[src/hw/rtl/opst_pkg.sv]
// Package for the odd-only sieve table: sizes, request codes, controller states
// and the command/status structs shared by the controller and the datapath.
// No dependencies.
package opst_pkg;

  // Highest index the mark store holds
  localparam int MaxLimit  = 65535;
  localparam int IdxW      = $clog2(MaxLimit + 1);
  // Candidate, square and multiple pointer run one bit past the index range
  localparam int PtrW      = IdxW + 1;
  // Width of the request and register fields on the ports
  localparam int FieldW    = 16;
  // Common width for comparing port fields against the saturated limit
  localparam int CmpW      = ((IdxW > FieldW) ? IdxW : FieldW) + 1;
  localparam int FirstOdd  = 3;
  localparam int FirstOddSq = FirstOdd * FirstOdd;
  localparam int SieveLimitReset = 65535;

  typedef enum logic {
    OpRebuild = 1'b0,
    OpLookup  = 1'b1
  } op_e;

  typedef enum logic [2:0] {
    StClear,
    StIdle,
    StFill,
    StOuter,
    StTest,
    StCross,
    StDone
  } state_e;

  typedef struct packed {
    logic rebuild_init;
    logic fill_step;
    logic rd_mark;
    logic load_cross;
    logic cross_step;
    logic next_outer;
    logic lookup;
    logic emit;
  } dp_cmd_t;

  typedef struct packed {
    logic fill_last;
    logic sq_over;
    logic ptr_over;
    logic mark;
  } dp_status_t;

endpackage

[src/hw/rtl/opst_ctrl.sv]
// Controller of the sieve table: sequences clearing pass, fill, outer scan
// and crossing-out. Depends on opst_pkg.
module opst_ctrl (
  input  logic                clk_i,
  input  logic                rst_ni,
  input  logic                start,
  input  logic                op_i,
  input  opst_pkg::dp_status_t status_i,
  output opst_pkg::dp_cmd_t    cmd_o,
  output logic                busy
);
  import opst_pkg::*;

  state_e state_q, state_d;

  always_ff @(posedge clk_i or negedge rst_ni) begin
    if (!rst_ni) begin
      state_q <= StClear;
    end else begin
      state_q <= state_d;
    end
  end

  always_comb begin
    state_d = state_q;
    cmd_o   = '0;
    busy    = 1'b1;
    case (state_q)
      StClear: begin
        cmd_o.fill_step = 1'b1;
        if (status_i.fill_last) begin
          state_d = StIdle;
        end
      end
      StIdle: begin
        busy = 1'b0;
        if (start) begin
          if (op_i == OpLookup) begin
            cmd_o.lookup = 1'b1;
          end else begin
            cmd_o.rebuild_init = 1'b1;
            state_d = StFill;
          end
        end
      end
      StFill: begin
        cmd_o.fill_step = 1'b1;
        if (status_i.fill_last) begin
          state_d = StOuter;
        end
      end
      StOuter: begin
        // stop once the candidate square passes the limit
        if (status_i.sq_over) begin
          state_d = StDone;
        end else begin
          cmd_o.rd_mark = 1'b1;
          state_d = StTest;
        end
      end
      StTest: begin
        if (status_i.mark) begin
          cmd_o.load_cross = 1'b1;
          state_d = StCross;
        end else begin
          cmd_o.next_outer = 1'b1;
          state_d = StOuter;
        end
      end
      StCross: begin
        if (status_i.ptr_over) begin
          cmd_o.next_outer = 1'b1;
          state_d = StOuter;
        end else begin
          cmd_o.cross_step = 1'b1;
        end
      end
      StDone: begin
        cmd_o.emit = 1'b1;
        state_d = StIdle;
      end
      default: begin
        state_d = StIdle;
      end
    endcase
  end

endmodule

[config.mk]
export PLATFORM = sky130hd
export DESIGN_NAME = opst_ctrl
export DESIGN_NICKNAME = d
export VERILOG_FILES = /design/src/hw/rtl/opst_pkg.sv /design/src/hw/rtl/opst_ctrl.sv
export SDC_FILE = /design/constraint.sdc
export NUM_CORES = 1
export LEC_CHECK = 0
export BUFFER_PORTS_ARGS = -buffer_cell sky130_fd_sc_hd__buf_4
export CAP_MARGIN = 20
export CORE_AREA = 8 8 45 47
export DETAILED_ROUTE_END_ITERATION = 16
export DIE_AREA = 0 0 53 55
export SLEW_MARGIN = 20
export SYNTH_ARGS = -nofsm -noshare
export SYNTH_HDL_FRONTEND = slang
export SYNTH_SLANG_ARGS = --single-unit
[constraint.sdc]
create_clock -name clk_i -period 1.2 [get_ports clk_i]
set_input_delay 0.06 -clock clk_i [delete_from_list [all_inputs] [get_ports clk_i]]
set_output_delay 0.06 -clock clk_i [all_outputs]
set_load 0.02 [all_outputs]
# Yosys cells after proc, flatten, opt, wreduce, memory -nomap -nowiden

Index checks and enable logic that the tools add are counted.

Register bits after elaboration: 3
Bits of input ports: 8
Word-level logic and storage cells: 41

Equality and inequality tests: 11
Mux-type cells: 26
Reduce and logical (&&, ||, !) cells: 3

Operators by type and width:

| cell                 | number |
|---|---|
| $mux W3              | 6 |
| $pmux W3 S6          | 1 |
| $mux W1              | 17 |
| $ne A2 B2 Y1 const B | 5 |
| $eq A3 B3 Y1 const B | 3 |
| $eq A3 B2 Y1 const B | 2 |
| $reduce_and A5 Y1    | 1 |
| $eq A3 B1 Y1 const B | 1 |
| $logic_not A3 Y1     | 1 |
| $mux W2              | 1 |
| $pmux W1 S2          | 1 |
| $reduce_or A2 Y1     | 1 |

# Longest topological paths before layout

Gate-level depths: netlist of run 1.

Depth in word-level cells: 3
Depth in mapped cells: 4
Depth with buffers taken out: 3

# Worst setup path before layout of run 1

No wires, ideal clock.

Path type: register to output
From: register state_q[1]
To: output port cmd_o[4] (netlist name)
Data arrival time: 1.157 ns
Slack: -0.017 ns
Cell stages (with the launch flop): 3
Path through: dfrtp_1 nand2b_2 nor3b_1

RTL lines:

| what                   | RTL line        | RTL |
|---|---|---|
| from (decl)            | opst_ctrl.sv:14 | `state_e state_q, state_d;` |
| from (signal assigned) | opst_ctrl.sv:18 | `state_q <= StClear;` |
| from (signal assigned) | opst_ctrl.sv:20 | `state_q <= state_d;` |
| to (decl)              | opst_ctrl.sv:9  | `output opst_pkg::dp_cmd_t cmd_o,` |

==> results of run 1 <==
## layout by cell type, fill, tap and decap left out
| cell | instances |
|---|---|
| buf_4 | 22 |
| nand2b_4 | 1 |
| o22ai_1 | 2 |
| and4bb_1 | 1 |
| nor3_2 | 1 |
| a21oi_1 | 2 |
| nor2_1 | 3 |
| inv_1 | 1 |
| o21a_1 | 1 |
| dlygate4sd3_1 | 1 |
| nor2b_1 | 1 |
| nor2_2 | 1 |
| nand2b_1 | 1 |
| o21ai_0 | 1 |
| buf_6 | 2 |
| clkbuf_4 | 3 |
| dfrtp_2 | 3 |
| nor3b_2 | 2 |
| o31ai_1 | 1 |
| clkbuf_1 | 1 |
| nand2_1 | 4 |
| and3_1 | 2 |
## power breakdown
group,total (mW),internal [mW],switching (mW)
combinational,0.707,0.367,0.340
sequential,0.231,0.154,0.0769
clock,0.179,0.125,0.0539
total,1.12,0.646,0.471
## stage by stage
stage                     instances  setup slack, ns  setup TNS (ns)  power [mW]
after floorplan                  29          0.04147               0      0.5427
after global placement           60           0.1255               0      0.6914
after detailed placement         60           0.1207               0      0.6996
after CTS                        71         0.002896               0       1.066
after global routing             73         -0.06493         -0.2948       1.201
final                            73       -0.0004010      -0.0004010       1.116
## synthesized netlist by cell type
| cell | n | area share, % |
|---|---|---|
| nand2_1 | 4 | 6.6 |
| nor2_1 | 4 | 6.6 |
| dfrtp_1 | 3 | 33 |
| a21oi_1 | 2 | 4.4 |
| and3_1 | 2 | 5.5 |
| nor3b_1 | 2 | 6.6 |
| o22ai_1 | 2 | 5.5 |
| and4bb_1 | 1 | 5.5 |
| buf_6 | 1 | 4.9 |
| inv_1 | 1 | 1.6 |
| nand2b_1 | 1 | 2.7 |
| nand2b_2 | 1 | 3.8 |
| nor2b_1 | 1 | 2.7 |
| nor3_1 | 1 | 2.2 |
| o21a_1 | 1 | 3.3 |
| o21ai_0 | 1 | 2.2 |
| o31ai_1 | 1 | 3.3 |
## metal layers
| metal | vias to the layer above | global-route usage [%] | wire [um] |
|---|---|---|---|
| li1 | 157 | - | - |
| met1 | 153 | 7.187 | 362 |
| met2 | 14 | 10.94 | 483 |
| met4 | 0 | 6.466 | 19 |
| met5 | - | 0 | 0 |
| met3 | 2 | 3.476 | 70 |
## worst max-delay path: stages (launching register included)
cell and delay, ns:
dfrtp_2 0.45, buf_4 0.17, and3_1 0.14, buf_4 0.15
## final timing paths
check / end / slack (ns)
worst max-delay path: cmd_o[0] / -0.0004
worst min-delay path: state_q[0] / 0.08
worst max register to register: state_q[1] / 0.10
worst min register to register: state_q[2] / 0.57
max in group asynchronous: state_q[1] / 0.93
min in group asynchronous: state_q[2] / 0.16
## timing repair
item,in CTS,in global routing
endpoints found under the setup margin,7,7
hold endpoints to repair,3,0
resized for setup,8,2
buffers inserted,6,2
pin swaps,1,0
hold buffers,1,0
## layout make-up
class,instances,area share (%)
flip-flops and latches,3,16.15
inverters,1,0.7692
repair buffers,25,40.51
multi-input cells,24,33.08
well taps,16,4.103
clock buffers,4,5.385
## logic make-up after synthesis
family          after synthesis  synth area share [%]
flops                         3                 32.79
buf+inv                       2                 6.555
compound gates                7                 18.58
simple gates                 17                 42.07
==> flow_summary.toml, run 1 <==
[outcome]
outcome = "finished with violations"
violations = "negative setup slack"

[placement]
dp_hpwl_um = 593.6
place_congestion = 0.7666
io_buffers = 16
placed_area_um2 = 362.8

[synth]
syn_avg_cell_area_um2 = 7.896
synthDistinctLibCells = 17
syn_inst = 29
seq_area_frac_synth_pct = 32.79
ys_ff_latch = 3
synth_fp_nets = 37
yosysWarnings = 0
syn_area_um2 = 229.0

[timing]
fin_ws_ns = -0.0004010
worst_pin_slew_ns = 0.2273
max-slew-margin-rel_pct = 84.72
finClkSkew_ns = 0.003607
rsz0062_at_grt = "true"
min_period_ns = 1.200
hold_ws_ns = 0.08336
fin_crit_sh_pct = 100.0
timing.fmax_ghz = 0.8331
drv_slew = 0
finalHoldViolCount = 0
setup_viol = 1

[power_and_ir_drop]
leakage_nw = 0.2434
worst_ir_drop_vdd_v = 0.0006970
p_per_area_nw_per_um2 = 2288

[floorplan]
die_h_um = 55
dieWidth_um = 53
core_region_area_um2 = 1384
start_util_pct = 16.55
ioPinCount = 17
row_count = 14
die_area_um2 = 2915

[min_path]
holdPathStages = 3
hold_class = "input pin to register"
min-delay-start = "status_i[3]"

[grt]
grt_antenna_before_repair = 0
grt_pass1_vias = 333
grt_pass1_wl_um = 1455
gr-total-overflow = 0
grt_util_all_layers_pct = 7.174
grt_max_degree = 7

[setup_path]
startpoint = "state_q[2]"
required_ns = 1.14
worstSetupPathType = "register to output pin"
crit_fanout = 5
end_kind = "output pin"
cp-start-kind = "register"
r2r_cells = 4
arrival_ns = 1.14
r2r_start = "state_q[1]"

[route]
firstDrtPassIters = 4
wl_per_cell_um = 12.82
routed-via-count = 326
post-route-drc-count = 0
route.antenna.remaining_nets = 0
drtIter0Drc = 10
postRouteWirelength_um = 936
viasPerCell = 4.466

[layout]
seq_area_um2 = 78.83
nFillCells = 154
top_register = "state_q"
antenna_cells = 0
drive_gt1_share_pct = 61.40
fin_util_pct = 35.26
multiInputGateArea_um2 = 161.4
nNetsFinal = 66
area_growth_pct = 113.1
largest_reg_flops = 3
reg_top3 = "state_q: 3 flops"
stdcell_area_um2 = 488.0

[clocking]
cts_max_level = 1
cts.clk_slew.worst_paths_ns = 0.04
cts_tree = "built"
clk_latency_ns = 0.23
cts_root_buffer = "clkbuf_4"
cts.sink_count = 3
clockBufferDepth = 2
numCtsBuffers = 3

[run]
maxCapViolCount = 0
(Power assumes the default switching activity.)
==> run 2: changes to the inputs <==
--- a/config.mk
+++ b/config.mk
@@ -10,6 +10,7 @@
 export CORE_AREA = 8 8 45 47
 export DETAILED_ROUTE_END_ITERATION = 16
 export DIE_AREA = 0 0 53 55
+export RECOVER_POWER = 50
 export SLEW_MARGIN = 20
 export SYNTH_ARGS = -nofsm -noshare
 export SYNTH_HDL_FRONTEND = slang
==> run 2 against run 1 <==
  * The flow still finishes with violations (negative setup slack)
  * Die area did not move
  * Design area is 0.77% lower
  * Critical path depth unchanged
  * Clock power hardly changed
  * Register-to-register slack about the same
  * Critical path type unchanged
==> flow_summary.toml, run 2 (same netlist as run 1, synthesis figures left out) <==
[floorplan]
ioPinCount = 17
dieWidth_um = 53
die_h_um = 55
start_util_pct = 16.55
die_area_um2 = 2915
row_count = 14
core_region_area_um2 = 1384

[route]
firstDrtPassIters = 4
drtIter0Drc = 10
viasPerCell = 4.466
post-route-drc-count = 0
routed-via-count = 326
route.antenna.remaining_nets = 0
postRouteWirelength_um = 935
wl_per_cell_um = 12.81

[layout]
nNetsFinal = 66
mostFrequentLayoutCells = "buf_4 (21), nand2_1 (4), nor2_1 (3), clkbuf_4 (3), dfrtp_2 (3)"
layout_commonest_cell = "buf_4"
top_register = "state_q"
largest_reg_flops = 3
drive_gt1_share_pct = 59.65
area_growth_pct = 111.5
reg_top3 = "state_q: 3 flops"
stdcell_area_um2 = 484.2
antenna_cells = 0
fin_util_pct = 34.99

[clocking]
cts_max_level = 1
numCtsBuffers = 3
clockBufferDepth = 2
clk_latency_ns = 0.23
cts.clk_slew.worst_paths_ns = 0.04
cts.sink_count = 3
cts_root_buffer = "clkbuf_4"
cts_tree = "built"

[power_and_ir_drop]
leakage_nw = 0.2398
clkPwrFrac_pct = 16.0
p_per_area_nw_per_um2 = 2303
worst_ir_drop_vdd_v = 0.0006968
power_frac_seq_pct = 20.7
power.switching_uw = 471.0
combPwrFrac_pct = 63.3
netSwitchingFraction_pct = 42.23
power.internal_uw = 644.2

[setup_path]
r2r_slack_ns = 0.10
r2r_start = "state_q[1]"
crit-reg2reg-capture = "state_q[1]"
end_kind = "output pin"
crit_fanout = 5
required_ns = 1.14
cp-start-kind = "register"
arrival_ns = 1.14
r2r_cells = 4
worstSetupPathType = "register to output pin"

[grt]
grt_max_degree = 7
grt_antenna_before_repair = 0
grt_pass1_vias = 333
grt_util_all_layers_pct = 7.174
grt_pass1_wl_um = 1455
gr-total-overflow = 0

[timing]
fin_crit_sh_pct = 100.0
final.setup.tns_ns = -0.00003286
min_period_ns = 1.200
max-slew-margin-rel_pct = 84.72
rsz0062_at_grt = "true"
finalHoldViolCount = 0
setup_viol = 1
drv_slew = 0
fin_ws_ns = -0.00003286
timing.fmax_ghz = 0.8333
worst_pin_slew_ns = 0.2273
finClkSkew_ns = 0.003375

[min_path]
hold_class = "input pin to register"
min-delay-start = "status_i[3]"
min_to = "state_q[0]"
holdPathStages = 3

[placement]
placed_area_um2 = 362.8
io_buffers = 16
dp_hpwl_um = 593.6
dp_slack_ns = 0.1207
place_congestion = 0.7666

[run]
maxCapViolCount = 0

[outcome]
violations = "negative setup slack"
outcome = "finished with violations"
-- run 2: what timing repair did --
| item | CTS | global route |
|---|---|---|
| setup endpoints to repair | 7 | 7 |
| endpoints found under the hold margin | 3 | 0 |
| hold buffers | 1 | 0 |
| gates resized for setup | 8 | 2 |
| setup buffers | 6 | 2 |
| pin swaps | 1 | 0 |
-- run 2: layer usage --
| metal | wire (um) | global-route usage [%] |
|---|---|---|
| met1 | 359 | 7.187 |
| met2 | 486 | 10.94 |
| met5 | 0 | 0 |
| met3 | 70 | 3.476 |
| met4 | 19 | 6.466 |
-- run 2: power by group through the flow --
stage	Clock (mW)	Sequential [mW]	Combinational [mW]
floorplan	0	0.191	0.351
global placement	0	0.239	0.452
detailed placement	0	0.243	0.456
CTS	0.186	0.225	0.655
global route	0.201	0.242	0.756
finish	0.178	0.231	0.706
-- run 2: critical path, cell delays in order (launching register included) --
cell and delay (ns):
dfrtp_2 0.45, buf_4 0.17, and3_1 0.14, buf_4 0.15
-- run 2: worst max-delay path by stage --
stage                          start       end  depth (start not counted)
after global routing      state_q[2]  cmd_o[0]                          3
after global placement    state_q[1]  cmd_o[4]                          3
after CTS                 state_q[1]  cmd_o[4]                          3
after detailed placement  state_q[0]  cmd_o[3]                          3
after floorplan           state_q[1]  cmd_o[3]                          2
final                     state_q[2]  cmd_o[0]                          3
-- run 2: area by class of cell --
type                       count  area (um^2)
fill                         153        899.6
tap                           16        20.02
clock buffer                   4        26.28
inverter                       1        3.754
timing repair buffer          25        193.9
sequential                     3        78.83
multi-input combinational     24        161.4
-- run 2: per-stage QoR --
step,power [mW],hold WS (ns),std cells
2_1_floorplan,0.5427,-0.2356,29
3_3_place_gp,0.6914,-0.1486,60
3_5_place_dp,0.6996,-0.1495,60
4_1_cts,1.066,0.08028,71
5_1_grt,1.199,0.09685,73
6_report,1.115,0.08329,73
==> run 3: changes to the inputs <==
==> constraint.sdc (replaced) <==
create_clock -name clk_i -period 1.32 [get_ports clk_i]
set_input_delay 0.066 -clock clk_i [delete_from_list [all_inputs] [get_ports clk_i]]
set_output_delay 0.066 -clock clk_i [all_outputs]
set_load 0.02 [all_outputs]
==> run 3 against run 2 <==
  * The run now ends clean
  * Global-route usage down 1.8 points
  * Die area unchanged
  * Register-to-register slack better by 0.11 ns
  * Clock power down 3%
  * Largest cell class is now multi-input gates
  * Largest power group unchanged
==> flow_summary.toml, run 3 (same netlist as run 1, synthesis figures left out) <==
[outcome]
outcome = "finished clean"

[min_path]
min_to = "state_q[0]"
hold_class = "input pin to register"
holdPathStages = 3
min-delay-start = "status_i[3]"

[setup_path]
required_ns = 1.25
r2r_start = "state_q[0]"
worstSetupPathType = "register to output pin"
crit_top_cell = "nor2_1"
cp-start-kind = "register"
arrival_ns = 1.19
crit-reg2reg-capture = "state_q[1]"
path_cells = "nor2_1, nand2_1, nor2_1, buf_4"
max_stage_delay_ns = 0.46
cp_slowest_cell = "dfrtp_2"
crit_fanout = 8
end_kind = "output pin"
r2r_slack_ns = 0.21
r2r_cells = 4

[layout]
nNetsFinal = 60
reg_top3 = "state_q: 3 flops"
area_growth_pct = 82.51
antenna_cells = 0
largest_reg_flops = 3
fin_util_pct = 30.20
mostFrequentLayoutCells = "buf_4 (14), nand2_1 (4), nor2_1 (4), clkbuf_4 (4)"
nFillCells = 156
top_register = "state_q"
drive_gt1_share_pct = 49.02
stdcell_count = 67
layout_commonest_cell = "buf_4"
stdcell_area_um2 = 417.9

[floorplan]
row_count = 14
die_h_um = 55
core_region_area_um2 = 1384
die_area_um2 = 2915
ioPinCount = 17
dieWidth_um = 53
start_util_pct = 16.55

[clocking]
cts_tree = "built"
numCtsBuffers = 3
cts_root_buffer = "clkbuf_4"
cts.clk_slew.worst_paths_ns = 0.04
cts.sink_count = 3
clockBufferDepth = 2
cts_max_level = 1
clk_latency_ns = 0.24

[grt]
grt_pass1_wl_um = 1090
grt_util_all_layers_pct = 5.416
grt_max_degree = 12
grt_antenna_before_repair = 0
gr-total-overflow = 0
grt_pass1_vias = 278

[timing]
rsz0062_at_grt = "false"
max-slew-margin-rel_pct = 87.67
drv_slew = 0
min_period_ns = 1.253
fin_crit_sh_pct = 94.91
finClkSkew_ns = 0.002293
final.setup.tns_ns = 0
setup_viol = 0
worst_pin_slew_ns = 0.1833
finalHoldViolCount = 0
timing.fmax_ghz = 0.7982

[route]
postRouteWirelength_um = 764
routed-via-count = 295
drtIter0Drc = 16
route.antenna.remaining_nets = 0
maxUsedRoutingLayer = "met4"
viasPerCell = 4.403
wl_met3_um = 82
post-route-drc-count = 0
wl_per_cell_um = 11.40
firstDrtPassIters = 4
dr_wl_met2_um = 342
drt-met1-wl_um = 319

[power_and_ir_drop]
netSwitchingFraction_pct = 45.21
combPwrFrac_pct = 54.4
leakage_nw = 0.2024
clkPwrFrac_pct = 20.2
power.internal_uw = 465.2
p_per_area_nw_per_um2 = 2032
worst_ir_drop_vdd_v = 0.001012
power.total_uw = 849.2
power_frac_seq_pct = 25.3
power.switching_uw = 383.9

[placement]
io_buffers = 16
place_congestion = 0.7740
dp.cells = 60
placed_area_um2 = 357.8

[run]
maxCapViolCount = 0
## run 3: changes by cell type in the layout (fill, tap and decap cells not counted), sizes merged
cell | previous run | this run
buf | 23 | 14
clkbuf | 5 | 8
## run 3: worst max path at each step
stage | start | to | slack [ns] | depth (start not counted)
after floorplan | state_q[1] | cmd_o[4] | 0.1 | 2
after global placement | state_q[1] | cmd_o[4] | 0.19 | 3
after detailed placement | state_q[1] | cmd_o[4] | 0.21 | 3
after CTS | state_q[1] | cmd_o[4] | 0.004 | 3
after global routing | state_q[2] | cmd_o[1] | 0.01 | 4
final | state_q[2] | cmd_o[1] | 0.07 | 4
## run 3: per-stage QoR
| step | hold WS [ns] | setup slack (ns) |
|---|---|---|
| floorplan | -0.2296 | 0.09658 |
| global placement | -0.1432 | 0.1889 |
| detailed placement | -0.1422 | 0.2073 |
| CTS | 0.04563 | 0.004151 |
| global route | 0.07336 | 0.009887 |
| finish | 0.05000 | 0.06721 |
## run 3: per-layer routing
metal | vias up | GRT usage [%]
met5 | - | 0
met1 | 130 | 5.793
li1 | 146 | -
met2 | 17 | 6.445
met4 | 0 | 5.172
met3 | 2 | 4.278
## run 3: cell type report
class	count	area, um^2	share of cell area (%)
Tap cell	16	20.02	4.790
Sequential cell	3	78.83	18.86
Clock buffer	4	26.28	6.287
Multi-Input combinational cell	24	153.9	36.83
Timing Repair Buffer	19	135.1	32.34
Inverter	1	3.754	0.8982
## run 3: what timing repair did
action,CTS,global route
hold endpoints to repair,3,0
hold buffers,1,0
setup buffers,0,2
gates resized for setup,3,3
cloned,0,0
endpoints found under the setup margin,2,5
## run 3: power groups by stage
stage | combinational, mW | sequential [mW] | clock [mW]
4_1_cts | 0.415 | 0.226 | 0.179
3_5_place_dp | 0.408 | 0.219 | 0
2_1_floorplan | 0.314 | 0.174 | 0
5_1_grt | 0.509 | 0.224 | 0.185
6_report | 0.462 | 0.215 | 0.172
3_3_place_gp | 0.409 | 0.215 | 0
## run 3: worst max-delay path, delay by kind of cell, from the launching register on
kind / cells / cell delay (ns)
AND/OR/NAND/NOR: 3 / 0.34
buffers and inverters: 1 / 0.15
flip-flops: 1 / 0.46
